### src/srts_pkg.sv
// Shared widths, codes and word types of the shortest-remaining-time scheduler.
package srts_pkg;

	localparam int MAX_PROCS_DEF = 16;

	localparam int BURST_W = 12;
	localparam int ARR_W   = 16;
	localparam int TIME_W  = 17;
	localparam int SUM_W   = 21;
	localparam int IDX_W   = 4;

	localparam logic EV_DISPATCH = 1'b0;
	localparam logic EV_COMPLETE = 1'b1;

	// One stored process: burst, arrival and remaining time.
	typedef struct packed {
		logic [BURST_W-1:0] burst;
		logic [ARR_W-1:0]   arrival;
		logic [BURST_W-1:0] remaining;
	} proc_entry_t;

	// One result word as it leaves the block.
	typedef struct packed {
		logic              event_kind;
		logic [IDX_W-1:0]  process_index;
		logic [TIME_W-1:0] event_time;
		logic [TIME_W-1:0] turnaround;
		logic [TIME_W-1:0] waiting;
		logic [SUM_W-1:0]  total_waiting;
		logic [SUM_W-1:0]  total_turnaround;
		logic              last_result;
	} result_t;

endpackage

### src/srts_ifs.sv
// Valid/ready channel interfaces for process words in and result words out.
interface srts_in_if;
	logic                         valid;
	logic                         ready;
	logic [srts_pkg::BURST_W-1:0] burst_len;
	logic [srts_pkg::ARR_W-1:0]   arrive_at;
	logic                         last_process;

	modport source (output valid, output burst_len, output arrive_at,
		output last_process, input ready);
	modport sink (input valid, input burst_len, input arrive_at,
		input last_process, output ready);
endinterface

interface srts_out_if;
	logic                        valid;
	logic                        ready;
	logic                        event_kind;
	logic [srts_pkg::IDX_W-1:0]  process_index;
	logic [srts_pkg::TIME_W-1:0] event_time;
	logic [srts_pkg::TIME_W-1:0] turnaround;
	logic [srts_pkg::TIME_W-1:0] waiting;
	logic [srts_pkg::SUM_W-1:0]  total_waiting;
	logic [srts_pkg::SUM_W-1:0]  total_turnaround;
	logic                        last_result;

	modport source (output valid, output event_kind, output process_index,
		output event_time, output turnaround, output waiting, output total_waiting,
		output total_turnaround, output last_result, input ready);
	modport sink (input valid, input event_kind, input process_index,
		input event_time, input turnaround, input waiting, input total_waiting,
		input total_turnaround, input last_result, output ready);
endinterface

### src/srts_out_reg.sv
// Output holding register that drives the result channel.
module srts_out_reg (
	input  logic              clk,
	input  logic              arst_n,
	input  logic              push,
	input  srts_pkg::result_t word,
	output logic              free,
	srts_out_if.source        report
);

	logic              valid_q;
	srts_pkg::result_t word_q;

	// The register can take a new word when empty or when its word leaves now.
	assign free = !valid_q || report.ready;

	always_ff @(posedge clk or negedge arst_n) begin
		if (!arst_n) begin
			valid_q <= 1'b0;
		end else if (push) begin
			valid_q <= 1'b1;
		end else if (report.ready) begin
			valid_q <= 1'b0;
		end
	end

	always_ff @(posedge clk) begin
		if (push) begin
			word_q <= word;
		end
	end

	assign report.valid            = valid_q;
	assign report.event_kind       = word_q.event_kind;
	assign report.process_index    = word_q.process_index;
	assign report.event_time       = word_q.event_time;
	assign report.turnaround       = word_q.turnaround;
	assign report.waiting          = word_q.waiting;
	assign report.total_waiting    = word_q.total_waiting;
	assign report.total_turnaround = word_q.total_turnaround;
	assign report.last_result      = word_q.last_result;

endmodule

### src/shortest_remaining_time_scheduler_unit.sv
// Top level of the preemptive shortest-remaining-time-first scheduler.
//
// Usage: processes are loaded on the load channel, one word per process, in
// load order. Each loading word gives no result. The word
// flagged last_process closes the set and starts the schedule; load.ready then
// stays low until the final completion word has been handed to the output
// register. Results leave on the report channel: a dispatch word whenever the
// running process changes and a completion word when a process finishes, the
// last one flagged last_result and carrying the final totals.
// The process table lives in one synchronous memory. Every scheduling decision
// is a scan through the table, one entry a cycle, through a registered read. A
// decision either runs the chosen process up to its completion or to the next
// arrival, or jumps idle time straight to the next arrival, so a schedule of N
// loaded processes needs at most about 2N decisions, independent of the burst
// lengths. A stalled receiver holds the report channel; the scheduler waits
// with the next word ready and loses nothing. Reset empties the process set and
// the output register; table contents are left as they are and are rewritten
// on loading. After the last completion the block returns to loading, empty.
module shortest_remaining_time_scheduler_unit #(
	parameter int MAX_PROCS = srts_pkg::MAX_PROCS_DEF
) (
	input logic       clk,
	input logic       arst_n,
	srts_in_if.sink   load,
	srts_out_if.source report
);

	localparam int CNT_W  = $clog2(MAX_PROCS + 1);
	localparam int ADDR_W = (MAX_PROCS > 1) ? $clog2(MAX_PROCS) : 1;
	localparam int BW     = srts_pkg::BURST_W;
	localparam int AW     = srts_pkg::ARR_W;
	localparam int TW     = srts_pkg::TIME_W;
	localparam int SW     = srts_pkg::SUM_W;

	localparam logic [3:0] ST_LOAD   = 4'd0;
	localparam logic [3:0] ST_SCAN   = 4'd1;
	localparam logic [3:0] ST_DECIDE = 4'd2;
	localparam logic [3:0] ST_DISP   = 4'd3;
	localparam logic [3:0] ST_RUN    = 4'd4;
	localparam logic [3:0] ST_TAT    = 4'd5;
	localparam logic [3:0] ST_SUMS   = 4'd6;
	localparam logic [3:0] ST_EMITC  = 4'd7;

	// Process table: one entry per loaded process.
	srts_pkg::proc_entry_t mem [MAX_PROCS];
	srts_pkg::proc_entry_t mem_rd_s1;
	logic                  mem_we;
	logic [ADDR_W-1:0]     mem_wa;
	srts_pkg::proc_entry_t mem_wd;
	logic                  rd_en;

	logic [3:0]       state_q;
	logic [CNT_W-1:0] count_q;
	logic [CNT_W-1:0] done_q;
	logic [TW-1:0]    sim_time_q;
	logic             run_vld_q;
	logic [ADDR_W-1:0] run_idx_q;
	logic [SW-1:0]    sum_w_q;
	logic [SW-1:0]    sum_t_q;

	// Scan pipeline and its running minimum.
	logic [CNT_W-1:0]  ptr_q;
	logic              rd_vld_s1;
	logic              rd_last_s1;
	logic [ADDR_W-1:0] rd_idx_s1;
	logic              found_q;
	logic [ADDR_W-1:0] best_idx_q;
	logic [BW-1:0]     best_rem_q;
	logic [AW-1:0]     best_arr_q;
	logic [BW-1:0]     best_burst_q;
	logic              nxt_found_q;
	logic [AW-1:0]     nxt_arr_q;

	logic [BW-1:0] len_q;
	logic [TW-1:0] tat_q;
	logic [TW-1:0] wt_q;

	logic              out_push;
	logic              out_free;
	srts_pkg::result_t out_word;

	logic          is_ready;
	logic          is_better;
	logic          is_future;
	logic [TW-1:0] rd_arr_ext;
	logic [TW-1:0] gap;
	logic          changed;
	logic [BW-1:0] rem_left;
	logic [BW-1:0] burst_in;
	logic [4:0]    best_idx_ext;

	assign load.ready = (state_q == ST_LOAD);

	// A zero burst is taken as one time unit.
	assign burst_in = (load.burst_len == '0) ? BW'(1) : load.burst_len;

	assign rd_en = (state_q == ST_SCAN) && (ptr_q < count_q);

	// Entry under evaluation: ready now, or arriving later.
	assign rd_arr_ext = TW'(mem_rd_s1.arrival);
	assign is_ready   = (mem_rd_s1.remaining != '0) && (rd_arr_ext <= sim_time_q);
	assign is_future  = (mem_rd_s1.remaining != '0) && (rd_arr_ext > sim_time_q);
	assign is_better  = !found_q || (mem_rd_s1.remaining < best_rem_q) ||
		((mem_rd_s1.remaining == best_rem_q) && (mem_rd_s1.arrival < best_arr_q));

	// Time until the next arrival; the chosen process runs at most that long.
	assign gap = TW'(nxt_arr_q) - sim_time_q;

	assign changed  = !run_vld_q || (run_idx_q != best_idx_q);
	assign rem_left = best_rem_q - len_q;
	assign best_idx_ext = 5'(best_idx_q);

	// Table writes come from loading and from the run update; the state
	// sequence keeps them apart from the scan reads.
	always_comb begin
		mem_we = 1'b0;
		mem_wa = count_q[ADDR_W-1:0];
		mem_wd = '{burst: burst_in, arrival: load.arrive_at, remaining: burst_in};
		if (state_q == ST_LOAD) begin
			mem_we = load.valid && (count_q < CNT_W'(MAX_PROCS));
		end else if (state_q == ST_RUN) begin
			mem_we = 1'b1;
			mem_wa = best_idx_q;
			mem_wd = '{burst: best_burst_q, arrival: best_arr_q, remaining: rem_left};
		end
	end

	always_ff @(posedge clk) begin
		if (mem_we) begin
			mem[mem_wa] <= mem_wd;
		end
		if (rd_en) begin
			mem_rd_s1 <= mem[ptr_q[ADDR_W-1:0]];
		end
	end

	// Result word assembly.
	always_comb begin
		out_push = 1'b0;
		out_word = '{event_kind: srts_pkg::EV_DISPATCH,
			process_index: best_idx_ext[3:0], event_time: sim_time_q,
			turnaround: '0, waiting: '0, total_waiting: sum_w_q,
			total_turnaround: sum_t_q, last_result: 1'b0};
		if (state_q == ST_DISP) begin
			out_push = changed && out_free;
		end else if (state_q == ST_EMITC) begin
			out_push = out_free;
			out_word.event_kind  = srts_pkg::EV_COMPLETE;
			out_word.turnaround  = tat_q;
			out_word.waiting     = wt_q;
			out_word.last_result = (done_q == count_q);
		end
	end

	always_ff @(posedge clk or negedge arst_n) begin
		if (!arst_n) begin
			state_q     <= ST_LOAD;
			count_q     <= '0;
			done_q      <= '0;
			sim_time_q  <= '0;
			run_vld_q   <= 1'b0;
			run_idx_q   <= '0;
			sum_w_q     <= '0;
			sum_t_q     <= '0;
			ptr_q       <= '0;
			rd_vld_s1   <= 1'b0;
			rd_last_s1  <= 1'b0;
			found_q     <= 1'b0;
			nxt_found_q <= 1'b0;
		end else begin
			rd_vld_s1  <= rd_en;
			rd_last_s1 <= (ptr_q == count_q - CNT_W'(1));
			unique case (state_q)
				ST_LOAD: begin
					if (load.valid) begin
						if (count_q < CNT_W'(MAX_PROCS)) begin
							count_q <= count_q + CNT_W'(1);
						end
						if (load.last_process) begin
							sim_time_q  <= '0;
							run_vld_q   <= 1'b0;
							done_q      <= '0;
							sum_w_q     <= '0;
							sum_t_q     <= '0;
							ptr_q       <= '0;
							found_q     <= 1'b0;
							nxt_found_q <= 1'b0;
							state_q     <= ST_SCAN;
						end
					end
				end
				ST_SCAN: begin
					if (rd_en) begin
						ptr_q <= ptr_q + CNT_W'(1);
					end
					if (rd_vld_s1) begin
						if (is_ready && is_better) begin
							found_q <= 1'b1;
						end
						if (is_future && (!nxt_found_q || mem_rd_s1.arrival < nxt_arr_q)) begin
							nxt_found_q <= 1'b1;
						end
						if (rd_last_s1) begin
							state_q <= ST_DECIDE;
						end
					end
				end
				ST_DECIDE: begin
					if (!found_q) begin
						// Nothing ready: jump to the next arrival.
						sim_time_q  <= TW'(nxt_arr_q);
						ptr_q       <= '0;
						nxt_found_q <= 1'b0;
						state_q     <= ST_SCAN;
					end else begin
						state_q <= ST_DISP;
					end
				end
				ST_DISP: begin
					if (!changed) begin
						state_q <= ST_RUN;
					end else if (out_free) begin
						run_vld_q <= 1'b1;
						run_idx_q <= best_idx_q;
						state_q   <= ST_RUN;
					end
				end
				ST_RUN: begin
					sim_time_q <= sim_time_q + TW'(len_q);
					if (rem_left == '0) begin
						state_q <= ST_TAT;
					end else begin
						ptr_q       <= '0;
						found_q     <= 1'b0;
						nxt_found_q <= 1'b0;
						state_q     <= ST_SCAN;
					end
				end
				ST_TAT: begin
					state_q <= ST_SUMS;
				end
				ST_SUMS: begin
					sum_t_q <= sum_t_q + SW'(tat_q);
					sum_w_q <= sum_w_q + SW'(tat_q - TW'(best_burst_q));
					done_q  <= done_q + CNT_W'(1);
					state_q <= ST_EMITC;
				end
				ST_EMITC: begin
					if (out_free) begin
						ptr_q       <= '0;
						found_q     <= 1'b0;
						nxt_found_q <= 1'b0;
						if (done_q == count_q) begin
							count_q    <= '0;
							done_q     <= '0;
							sim_time_q <= '0;
							run_vld_q  <= 1'b0;
							sum_w_q    <= '0;
							sum_t_q    <= '0;
							state_q    <= ST_LOAD;
						end else begin
							state_q <= ST_SCAN;
						end
					end
				end
				default: begin
					state_q <= ST_LOAD;
				end
			endcase
		end
	end

	// Payload registers of the scan and of the completion arithmetic.
	always_ff @(posedge clk) begin
		if (state_q == ST_SCAN && rd_vld_s1) begin
			if (is_ready && is_better) begin
				best_idx_q   <= rd_idx_s1;
				best_rem_q   <= mem_rd_s1.remaining;
				best_arr_q   <= mem_rd_s1.arrival;
				best_burst_q <= mem_rd_s1.burst;
			end
			if (is_future && (!nxt_found_q || mem_rd_s1.arrival < nxt_arr_q)) begin
				nxt_arr_q <= mem_rd_s1.arrival;
			end
		end
		if (rd_en) begin
			rd_idx_s1 <= ptr_q[ADDR_W-1:0];
		end
		if (state_q == ST_DECIDE) begin
			// Run to completion, or only until the next arrival can preempt.
			if (nxt_found_q && (gap < TW'(best_rem_q))) begin
				len_q <= gap[BW-1:0];
			end else begin
				len_q <= best_rem_q;
			end
		end
		if (state_q == ST_TAT) begin
			tat_q <= sim_time_q - TW'(best_arr_q);
		end
		if (state_q == ST_SUMS) begin
			wt_q <= tat_q - TW'(best_burst_q);
		end
	end

	srts_out_reg u_out_reg (
		.clk    (clk),
		.arst_n (arst_n),
		.push   (out_push),
		.word   (out_word),
		.free   (out_free),
		.report (report)
	);

endmodule
### src/flat_wrapper.sv
// flat-port wrapper written by rule: the top's interface ports become plain ports
module shortest_remaining_time_scheduler_unit_flat 
#(
	parameter int MAX_PROCS = srts_pkg::MAX_PROCS_DEF
)
  (clk, arst_n, load_valid, load_burst_len, load_arrive_at, load_last_process, load_ready, report_valid, report_event_kind, report_process_index, report_event_time, report_turnaround, report_waiting, report_total_waiting, report_total_turnaround, report_last_result, report_ready);
  srts_in_if load_i ();
  srts_out_if report_i ();
  input logic clk;
  input logic arst_n;
  input wire logic [$bits(load_i.valid)-1:0] load_valid;
  input wire logic [$bits(load_i.burst_len)-1:0] load_burst_len;
  input wire logic [$bits(load_i.arrive_at)-1:0] load_arrive_at;
  input wire logic [$bits(load_i.last_process)-1:0] load_last_process;
  output wire logic [$bits(load_i.ready)-1:0] load_ready;
  output wire logic [$bits(report_i.valid)-1:0] report_valid;
  output wire logic [$bits(report_i.event_kind)-1:0] report_event_kind;
  output wire logic [$bits(report_i.process_index)-1:0] report_process_index;
  output wire logic [$bits(report_i.event_time)-1:0] report_event_time;
  output wire logic [$bits(report_i.turnaround)-1:0] report_turnaround;
  output wire logic [$bits(report_i.waiting)-1:0] report_waiting;
  output wire logic [$bits(report_i.total_waiting)-1:0] report_total_waiting;
  output wire logic [$bits(report_i.total_turnaround)-1:0] report_total_turnaround;
  output wire logic [$bits(report_i.last_result)-1:0] report_last_result;
  input wire logic [$bits(report_i.ready)-1:0] report_ready;
  assign load_i.valid = load_valid;
  assign load_i.burst_len = load_burst_len;
  assign load_i.arrive_at = load_arrive_at;
  assign load_i.last_process = load_last_process;
  assign load_ready = load_i.ready;
  assign report_valid = report_i.valid;
  assign report_event_kind = report_i.event_kind;
  assign report_process_index = report_i.process_index;
  assign report_event_time = report_i.event_time;
  assign report_turnaround = report_i.turnaround;
  assign report_waiting = report_i.waiting;
  assign report_total_waiting = report_i.total_waiting;
  assign report_total_turnaround = report_i.total_turnaround;
  assign report_last_result = report_i.last_result;
  assign report_i.ready = report_ready;
  shortest_remaining_time_scheduler_unit #(.MAX_PROCS(MAX_PROCS)) u_core (.clk(clk), .arst_n(arst_n), .load(load_i), .report(report_i));
endmodule
### config.mk
export PLATFORM = sky130hd
export DESIGN_NAME = shortest_remaining_time_scheduler_unit_flat
export DESIGN_NICKNAME = d
export VERILOG_FILES = /design/src/srts_pkg.sv /design/src/srts_ifs.sv /design/src/srts_out_reg.sv /design/src/shortest_remaining_time_scheduler_unit.sv /design/src/flat_wrapper.sv
export SDC_FILE = /design/constraint.sdc
export NUM_CORES = 1
export LEC_CHECK = 0
export CELL_PAD_IN_SITES_DETAIL_PLACEMENT = 0
export CELL_PAD_IN_SITES_GLOBAL_PLACEMENT = 1
export CORE_ASPECT_RATIO = 1.75
export CORE_MARGIN = 2
export CORE_UTILIZATION = 48
export CTS_CLUSTER_SIZE = 14
export DETAILED_ROUTE_END_ITERATION = 10
export DONT_BUFFER_PORTS = 1
export PLACE_DENSITY = 0.78
export REMOVE_ABC_BUFFERS = 1
export SETUP_SLACK_MARGIN = 0.05
export SLEW_MARGIN = 20
export SYNTH_ARGS = -nofsm -noshare
export SYNTH_HDL_FRONTEND = slang
export SYNTH_HIERARCHICAL = 1
export SYNTH_SLANG_ARGS = --single-unit
export TNS_END_PERCENT = 20
### constraint.sdc
create_clock -name clk -period 10.75 [get_ports clk]
set_input_delay 1.6125 -clock clk [delete_from_list [all_inputs] [get_ports clk]]
set_output_delay 1.6125 -clock clk [all_outputs]
set_load 0.02 [all_outputs]
* Yosys cells after proc, flatten, opt, wreduce, memory -nomap -nowiden
Memories as Yosys holds them, arrays and structs flattened. A register that Yosys moved wholly into a read port is not among the register bits. Cells that the tools add are included.
Cells by class: bitwise logic cells 1, reductions and logical operators 42, $lt $le $gt $ge 8, equality and inequality tests 26, add/sub/neg operators 12, mux-type cells 67
Operator list (count):
- $pmux W21 S3 | 2
- $mux W17 | 5
- $mux W21 | 4
- $mux W40 | 2
- $pmux W17 S4 | 1
- $mux W5 | 10
- $mux W4 | 9
- $lt A16 B16 Y1 | 2
- $pmux W4 S8 | 1
- $pmux W5 S5 | 1
- $logic_not A12 Y1 | 2
- $mux W12 | 2
- $mux W1 | 23
- $add A21 B17 Y21 | 1
- $add A21 B21 Y21 | 1
- $reduce_and A7 Y1 | 3
- $sub A17 B12 Y18 | 1
- $add A17 B12 Y17 | 1
- $gt A16 B17 Y1 | 1
- $le A16 B17 Y1 | 1
- $lt A17 B12 Y1 | 1
- $sub A16 B17 Y17 | 1
- $sub A17 B12 Y17 | 1
- $sub A17 B16 Y17 | 1
- 38 further kinds | 79
Storage, ports and cells: bits in writable memories 640, register bits after elaboration 297, memories 1, word-level logic and storage cells 188, output and inout port bits 101, bits of input ports 33
Memory list:
- u_core.mem | depth 16, bits a word 40, rd ports 1, clocked after memory_dff 1, write ports 1, RTL line shortest_remaining_time_scheduler_unit.sv:45 | srts_pkg::proc_entry_t mem [MAX_PROCS];

* Depth between registers and ports, before layout
Gate-level depths: netlist of the first run.
depth in word-level cells 7, gate-level depth with buffers 21, mapped depth without buffers 21

* Modules after synthesis
The synthesis of the first run kept the hierarchy.
Modules (own cells, without submodules):
- shortest_remaining_time_scheduler_unit | instances 1, area an instance 40044.7 um2, cells each 2542
- srts_out_reg | instances 1, area an instance 3020.4 um2, cells each 102

* Worst setup path before layout of the first run
Ideal clock, no wire load.
kind in2reg, from input port report_ready, to register u_core.u_out_reg.valid_q, in the netlist u_core/u_out_reg/report.valid, arrival time 6.553 ns, data required time 10.657 ns, library setup time 0.093 ns, setup slack 4.104 ns, path buffers 0, stages on the path 4, cells stage by stage nand2b_4 > inv_1 > nor2_1 > nand2b_2
On the way: cells in the longest elaborated chain, start to end 4
RTL lines:
- start, declared | RTL line flat_wrapper.sv:25 | input wire logic [$bits(report_i.ready)-1:0] report_ready;
- $logic_or A1 B1 Y1 (*) | RTL line srts_out_reg.sv:15 | assign free = !valid_q || report.ready;
- $mux W1 / $logic_and A1 B1 Y1 (equally long branches) | RTL line shortest_remaining_time_scheduler_unit.sv:146, shortest_remaining_time_scheduler_unit.sv:145
- $mux W1 (*) | RTL line shortest_remaining_time_scheduler_unit.sv:144 | if (state_q == ST_DISP) begin
- net u_core.out_push | RTL line shortest_remaining_time_scheduler_unit.sv:78 | logic out_push;
- $mux W1 / $reduce_bool A2 Y1 (equally long branches)
- end signal, assigned | RTL line srts_out_reg.sv:19 | valid_q <= 1'b0;
- end signal, assigned | RTL line srts_out_reg.sv:21 | valid_q <= 1'b1;
- end signal, assigned | RTL line srts_out_reg.sv:23 | valid_q <= 1'b0;
- end, declared | RTL line srts_out_reg.sv:11 | logic valid_q;
The timed path passes the listed nets; every way through them passes the cells marked *. A chain may end at the register's enable or synchronous reset.

* Worst setup path after layout of the first run
from register u_core.sim_time_q[0], to register u_core.len_q[1] (data pin)
On the way: cells in the longest elaborated chain, start to end 4
RTL lines:
- start, declared | RTL line shortest_remaining_time_scheduler_unit.sv:55 | logic [TW-1:0] sim_time_q;
- start signal, assigned | RTL line shortest_remaining_time_scheduler_unit.sv:211 | sim_time_q <= TW'(nxt_arr_q);
- start signal, assigned | RTL line shortest_remaining_time_scheduler_unit.sv:229 | sim_time_q <= sim_time_q + TW'(len_q);
- $sub A16 B17 Y17 (*) | RTL line shortest_remaining_time_scheduler_unit.sv:107 | assign gap = TW'(nxt_arr_q) - sim_time_q;
- $lt A17 B12 Y1 | RTL line shortest_remaining_time_scheduler_unit.sv:291 | if (nxt_found_q && (gap < TW'(best_rem_q))) begin
- $logic_and A1 B1 Y1 | RTL line shortest_remaining_time_scheduler_unit.sv:291
- $mux W12 (*) | RTL line shortest_remaining_time_scheduler_unit.sv:291
- end signal, assigned | RTL line shortest_remaining_time_scheduler_unit.sv:292 | len_q <= gap[BW-1:0];
- end signal, assigned | RTL line shortest_remaining_time_scheduler_unit.sv:294 | len_q <= best_rem_q;
- end, declared | RTL line shortest_remaining_time_scheduler_unit.sv:74 | logic [BW-1:0] len_q;
Every way passes the cells marked *; elsewhere a longest branch is shown, timed or not.

==> results of run 1 <==
[routing by layer]
layer  share of wire, %  wire [um]
met2                 54      57400
met4                4.7       4990
met5              0.015         16
met3                5.1       5360
met1                 36      38400
[logic make-up (layout without fill, tap and decap cells)]
group	Yosys count	count (layout)	share of synthesized area [%]
other	0	6	0
multiplexers	222	222	11.1
XOR/XNOR	93	93	1.89
flip-flops	976	976	67.0
AO/OA/AOI/OAI	448	448	6.72
buffers and inverters	226	333	1.99
AND/OR/NAND/NOR	487	487	5.57
adder cells (fa/ha/maj)	192	192	5.70
[area by class of cell]
class,instances,area (um2),share of cell area (%)
diodes,6,15.0,0.0317
clock buffers,111,2260,4.77
clock inverters,23,287,0.604
inverters,138,518,1.09
multi-input cells,1442,13500,28.5
flip-flops and latches,976,28900,60.9
well taps,1176,1470,3.10
repair buffers,61,470,0.992
[where the power goes]
| part | internal, mW | total [mW] | switching (mW) |
|---|---|---|---|
| combinational | 1.49 | 3.67 | 2.18 |
| sequential | 5.01 | 5.62 | 0.612 |
| clock | 1.58 | 2.92 | 1.34 |
| total | 8.08 | 12.2 | 4.13 |
[cell usage after synthesis (10+ instances only)]
cell	number
clkbuf_1	68
and3_1	12
buf_1	18
nand4_1	13
o21a_1	21
and2_1	38
a21o_1	52
nor4_1	13
nand3_1	52
nand2b_1	17
nor3_1	31
inv_1	137
mux4_2	200
edfxtp_1	889
nand2_1	142
o21ai_0	137
ha_1	185
dfrtp_1	87
nor2_1	104
o31ai_1	14
o211ai_1	10
xor2_1	34
nor2b_1	18
a31oi_1	12
a21oi_1	91
or3_1	15
xnor2_1	59
[stage by stage]
stage	cells	hold WS (ps)
6_report	3933	414
4_1_cts	3917	409
3_3_place_gp	3783	402
3_5_place_dp	3783	405
5_1_grt	3933	422
2_1_floorplan	2556	400
[flip-flops by register name (all words and copies together), names as in the netlist, 21 cells and up]
signal,flops
u_core/mem,640
u_core/u_out_reg/report.total_waiting,21
u_core/mem_rd_s1,40
u_core/sum_w_q,21
u_core/u_out_reg/report.total_turnaround,21
u_core/sum_t_q,21
[worst min-delay path by stage]
stage,end,slack (ps),cells past startpoint
2_1_floorplan,u_core/best_burst_q[0],400,0
3_3_place_gp,u_core/best_idx_q[1],400,0
3_5_place_dp,u_core/best_burst_q[7],400,0
4_1_cts,u_core/best_burst_q[2],410,0
5_1_grt,u_core/best_burst_q[2],420,0
6_report,u_core/best_burst_q[7],410,0
==> metrics.md, run 1 <==
| Metric | Value |
|---|---|
| Slew Viols, Final | 0 |
| Die Area | 0.0922 mm2 |
| CP max stage delay | around 840 ps |
| Reg2reg end | u_core/len_q[1] |
| Synth area leader | edfxtp_1 |
| Initial antenna violation count | 4 |
| P_leak | 16.5 nW |
| Worst-Skew Late Latency | 680 ps |
| ANT nets after route | 0 |
| CP Depth | 17 |
| Busiest grt layer | met2 |
| Worst slack, placed | 5770 ps |
| Vias per cell | 6.10 |
| Met3 usage | 2.90% |
| Layout filler cell count | around 7000 |
| Initial drt markers | ~2000 |
| DR vias | 24000 |
| Peak Freq | slightly below 200 MHz |
| Largest net degree at the start of global routing | 100 |
| CP max stage cell | nor4_4 |
| Post-Synthesis Cells | 2644 |
| Area Growth Syn to Fin | 10.1% |
| Drt pass-1 iters | 5 |
| CTS clk-pin slew, worst paths | roughly 70 ps |
| CP Capture Type | register |
| Yosys top cell area share | 62.0% |
| Ys Warns | 6 |
| Row count | 145 |
| Post-CTS Setup Bufs | 0 |
| Buffers on Ports | 0 |
| Flops & latches, synth | 976 |
| Met2 GRT Util | 42.2% |
| CP Data Required Time | 11170 ps |
| Clk_skew | 25.6 ps |
| Critical setup path kind | register to register |
| M1 GR Usage | 26.6% |
| # IOs | between 100 and 150 |
| GP Congestion | 0.944 |
| Most used flip-flop cell after synthesis | edfxtp_1 |
| Worst EP arrival | 5460 ps |
| Drt wl/cell | approximately 27 um |
| Nets | between 2000 and 3000 |
| Post-synth EDFFs | 889 |
| Max_cap viols | 0 |
| Hold path start | u_core/mem_rd_s1[35] |
| Clock sinks | 976 |
| Startpoint types | register |
| Placed Area | 0.0448 mm2 |
| GR Overflow Total | 0 |
| Pwr dens | around 260 mW/mm2 |
| Least-Margin Pin Slew | 1080 ps |
| Vias in the first global route | around 25000 |
| Yosys cell types | 81 |
| Syn avg cell area | about 16 um2 |
| Crit path from | u_core/sim_time_q[0] |
| Worst vdd ir | 0.149 mV |
| Worst min path class | register to register |
| Critical-path cell list | ha_1 -> inv_1 -> fa_1 -> a21o_1 -> a21oi_2 -> nor2b_1 -> o31a_1 -> a21o_1 -> a21oi_1 -> ha_1 -> a21oi_1 -> o221ai_1 -> a211o_1 -> a311oi_1 -> o211ai_1 -> nor4_4 -> mux2_2 |
| CP endpoint | u_core/len_q[1] |
| Fin. Hold Viols | 0 |
| Commonest non-fill, non-tap cell in the layout | edfxtp_1 |
| FF-to-FF Start | u_core/sim_time_q[0] |
| CTS H-Tree Depth | 3 |
| Total power | 12.2 mW |
| Final Core Density | ~53% |
| Chip width | approximately 230 um |
| Fin Setup TNS | 0 ps |
| RSZ-0062 raised after global routing | false |
| Fin worst setup slack | 5700 ps |
| Commonest non-fill, non-tap cells in the layout | 889 x edfxtp_1, 200 x mux4_2, 185 x ha_1 |
| Initial core utilization | 48.3% |
| First-pass GRT wire length | 157000 um |
| Root buffer cell | clkbuf_16 |
| CTS tree | done |
| # hold bufs at CTS | 0 |
| Layout cell share with drive strength beyond 1 | between 10% and 20% |
| # resized after CTS | 0 |
| Bufs on Longest Clock Path | 3 |
| DRT Wirelength | 106000 um |
| CP max FO | 12 |
| Min Clock Period, post-route | 5050 ps |
| Die H | ~400 um |
| Tcrit/Tclk final | 46.9% |
| Core ar. | 0.0891 mm2 |
| Synth area leaders | edfxtp_1 62%, mux4_2 10%, ha_1 5.4% |
| HPWL Detailed | just under 70000 um |
| Relative slew slack | 27.4% |
| Register area share after synthesis | between 60% and 70% |
| Register-to-Register Setup Slack | 5700 ps |
| GRT Total Usage | 23.1% |
| CTS Buf Count | 84 |
| Count of final setup violators | 0 |
| Mapped cell area | 0.0431 mm2 |
| FFs w/ async S/R, synth | around 8.9% |
| Fin area | 0.0474 mm2 |
| R2R depth | 17 |
| WP buf/inv | 1 |
| Outcome | complete, no violations |
| Top Family by Delay on Critical Path | compound AO/OA/AOI/OAI gates |
| DRC | 0 |
(Power assumes the default switching activity.)
==> inputs of run 2 (changes only) <==
clock period = 4.94 ns   (was 10.75 ns; I/O delays follow)
==> metrics.md, run 2 (synthesized netlist as in run 1, its figures left out) <==
| Metric | Value |
|---|---|
| Initial drt markers | 1876 (-4.1%) |
| CTS tree | done |
| Root buffer cell | clkbuf_16 |
| Met3 usage | 3.38% (+0.48 points) |
| Nets | 2945 (+0.58%) |
| CP Capture Type | register |
| Vias in the first global route | 24800 (-0.19%) |
| Initial core utilization | 48.3% (unchanged) |
| Die H | 400 um (unchanged) |
| Outcome | complete, no violations |
| Commonest non-fill, non-tap cells in the layout | 889 x edfxtp_1, 200 x mux4_2, 185 x ha_1 |
| Worst min path class | input pin to register |
| Buffers on Ports | 0 (unchanged) |
| DRC | 0 (unchanged) |
| Busiest grt layer | met2 |
| GRT Total Usage | 23.4% (+0.26 points) |
| Min Hold Slack | 294 ps (-120 ps) |
| HPWL Detailed | 68800 um (+1.1%) |
| Core ar. | 0.0891 mm2 (unchanged) |
| Tcrit/Tclk final | 94.0% (+47 points) |
| ANT nets after route | 0 (unchanged) |
| CTS Buf Count | 86 (+2.4%) |
| Vias per cell | 6.05 (-0.90%) |
| Layout cell share with drive strength beyond 1 | 16.3% (+0.74 points) |
| DRT Wirelength | 107000 um (+0.59%) |
| Peak Freq | 215 MHz (+8.7%) |
| CP Data Required Time | 5370 ps (-5800 ps) |
| Area Growth Syn to Fin | 11.2% |
| DR vias | 23900 (-0.47%) |
| Worst-Skew Late Latency | 690 ps (about the same) |
| Min Clock Period, post-route | 4640 ps (-403 ps) |
| Bufs on Longest Clock Path | 3 (unchanged) |
| First-pass GRT wire length | 159000 um (+1.1%) |
| # IOs | 134 (unchanged) |
| CTS H-Tree Depth | 3 (unchanged) |
| CTS clk-pin slew, worst paths | 70 ps (about the same) |
| Clk_skew | 23.8 ps (-1.79 ps) |
| Largest net degree at the start of global routing | 165 (+65%) |
| Initial antenna violation count | 4 (unchanged) |
| Clock sinks | 976 (unchanged) |
| Commonest non-fill, non-tap cell in the layout | edfxtp_1 |
| RSZ-0062 raised after global routing | true |
| Fin. Hold Viols | 0 (unchanged) |
| Slew Viols, Final | 0 (unchanged) |
| Least-Margin Pin Slew | 1300 ps (+215 ps) |
| Count of final setup violators | 0 (unchanged) |
| Die Area | 0.0922 mm2 (unchanged) |
| P_leak | 16.6 nW (+1.1%) |
| Max_cap viols | 0 (unchanged) |
| GR Overflow Total | 0 (unchanged) |
| Max reg flops | 640 (unchanged) |
| M1 GR Usage | 26.4% (-0.24 points) |
| FF+latch area | 0.0289 mm2 (unchanged) |
| Layout filler cell count | 6817 (-2.0%) |
| Multi-input gate area | 0.0136 mm2 (+0.29%) |
| Post-CTS Setup Bufs | 0 (unchanged) |
| Total power | 26.8 mW (+120%) |
| Worst vdd ir | 0.323 mV (+120%) |
| Pwr dens | 559 mW/mm2 (+120%) |
| Startpoint types | register |
| Drt pass-1 iters | 5 (unchanged) |
| CP max FO | 12 (unchanged) |
| Drt wl/cell | 27.0 um (+0.15%) |
| Worst EP arrival | 5070 ps (-390 ps) |
| Met2 GRT Util | 43.1% (+0.98 points) |
| Top reg by flops | u_core/mem |
| GP Congestion | 0.954 (+0.97%) |
| Critical setup path kind | register to register |
| Biggest regs | u_core/mem x640, u_core/mem_rd_s1 x40 |
| Relative slew slack | 13.6% (-14 points) |
| Row count | 145 (unchanged) |
| Chip width | 230 um (unchanged) |
[run 2: changes by cell type in the layout (fill, tap and decap cells not counted), sizes merged]
cell / change
buf: +17
clkbuf: -7
inv: +5
clkinv: +3
bufinv: -1
clkinvlp: -1
dlygate4sd3: +1
[run 2: layer usage]
layer | wire [um] | share of wire (%)
met1 | 37700 | 35
met2 | 58000 | 54
met3 | 6020 | 5.6
met4 | 4950 | 4.6
met5 | 13 | 0.012
[run 2: worst paths after layout]
kind | startpoint | endpoint | slack [ps] | depth (start not counted)
min in group asynchronous | arst_n | u_core/sum_w_q[12] | 720 | 2
setup / recovery | u_core/nxt_arr_q[0] | u_core/len_q[1] | 300 | 19
hold reg to reg | u_core/mem_rd_s1[35] | u_core/best_burst_q[7] | 420 | 0
setup reg to reg | u_core/nxt_arr_q[0] | u_core/len_q[1] | 300 | 19
hold / removal | load_arrive_at[7] | u_core/mem[4][19] | 290 | 2
max in group asynchronous | arst_n | u_core/ptr_q[0] | 3810 | 2
[run 2: layout make-up]
type	instances	share of cell area, %
clock inverters	29	0.612
well taps	1176	3.07
inverters	138	1.08
multi-input cells	1442	28.3
diodes	6	0.0314
repair buffers	76	1.81
clock buffers	107	4.75
flip-flops and latches	976	60.3
[run 2: power breakdown]
part	leakage [nW]	internal [mW]	switching (mW)
logic	6.19	3.34	4.86
registers	9.20	10.9	1.27
clock network	1.25	3.43	2.97
[run 2: stage by stage]
| stage | util [%] | TNS [ps] | instance area [um2] | worst slack (ps) | std cells |
|---|---|---|---|---|---|
| 2_1_floorplan | - | -386290 | 42700 | -3460 | 2556 |
| 3_3_place_gp | 50.7 | 0 | 45200 | 264 | 3799 |
| 3_5_place_dp | 50.7 | 0 | 45200 | 113 | 3799 |
| 4_1_cts | 53.6 | 0 | 47800 | 79.6 | 3937 |
| 5_1_grt | 53.7 | 0 | 47900 | 25.3 | 3950 |
| 6_report | 53.7 | 0 | 47900 | 298 | 3950 |
[run 2: critical path: stages (launching register included)]
cell      delay, ps
edfxtp_1        410
inv_1            80
ha_1            160
inv_1            50
fa_1            400
a21o_1          190
a21oi_2         170
nor2b_1          80
o31a_1          310
a21o_1          240
a21oi_1         210
ha_1            280
a21oi_1         160
o221ai_1        150
a211o_1         260
a311oi_1        200
o211ai_1        190
nor4_4          170
buf_4           290
mux2_2          370
[run 2: repair_timing]
action / in CTS / in global routing
hold endpoints to repair: 87 / 0
endpoints found under the setup margin: 0 / 9
resized for setup: 0 / 10
hold buffers: 2 / 0
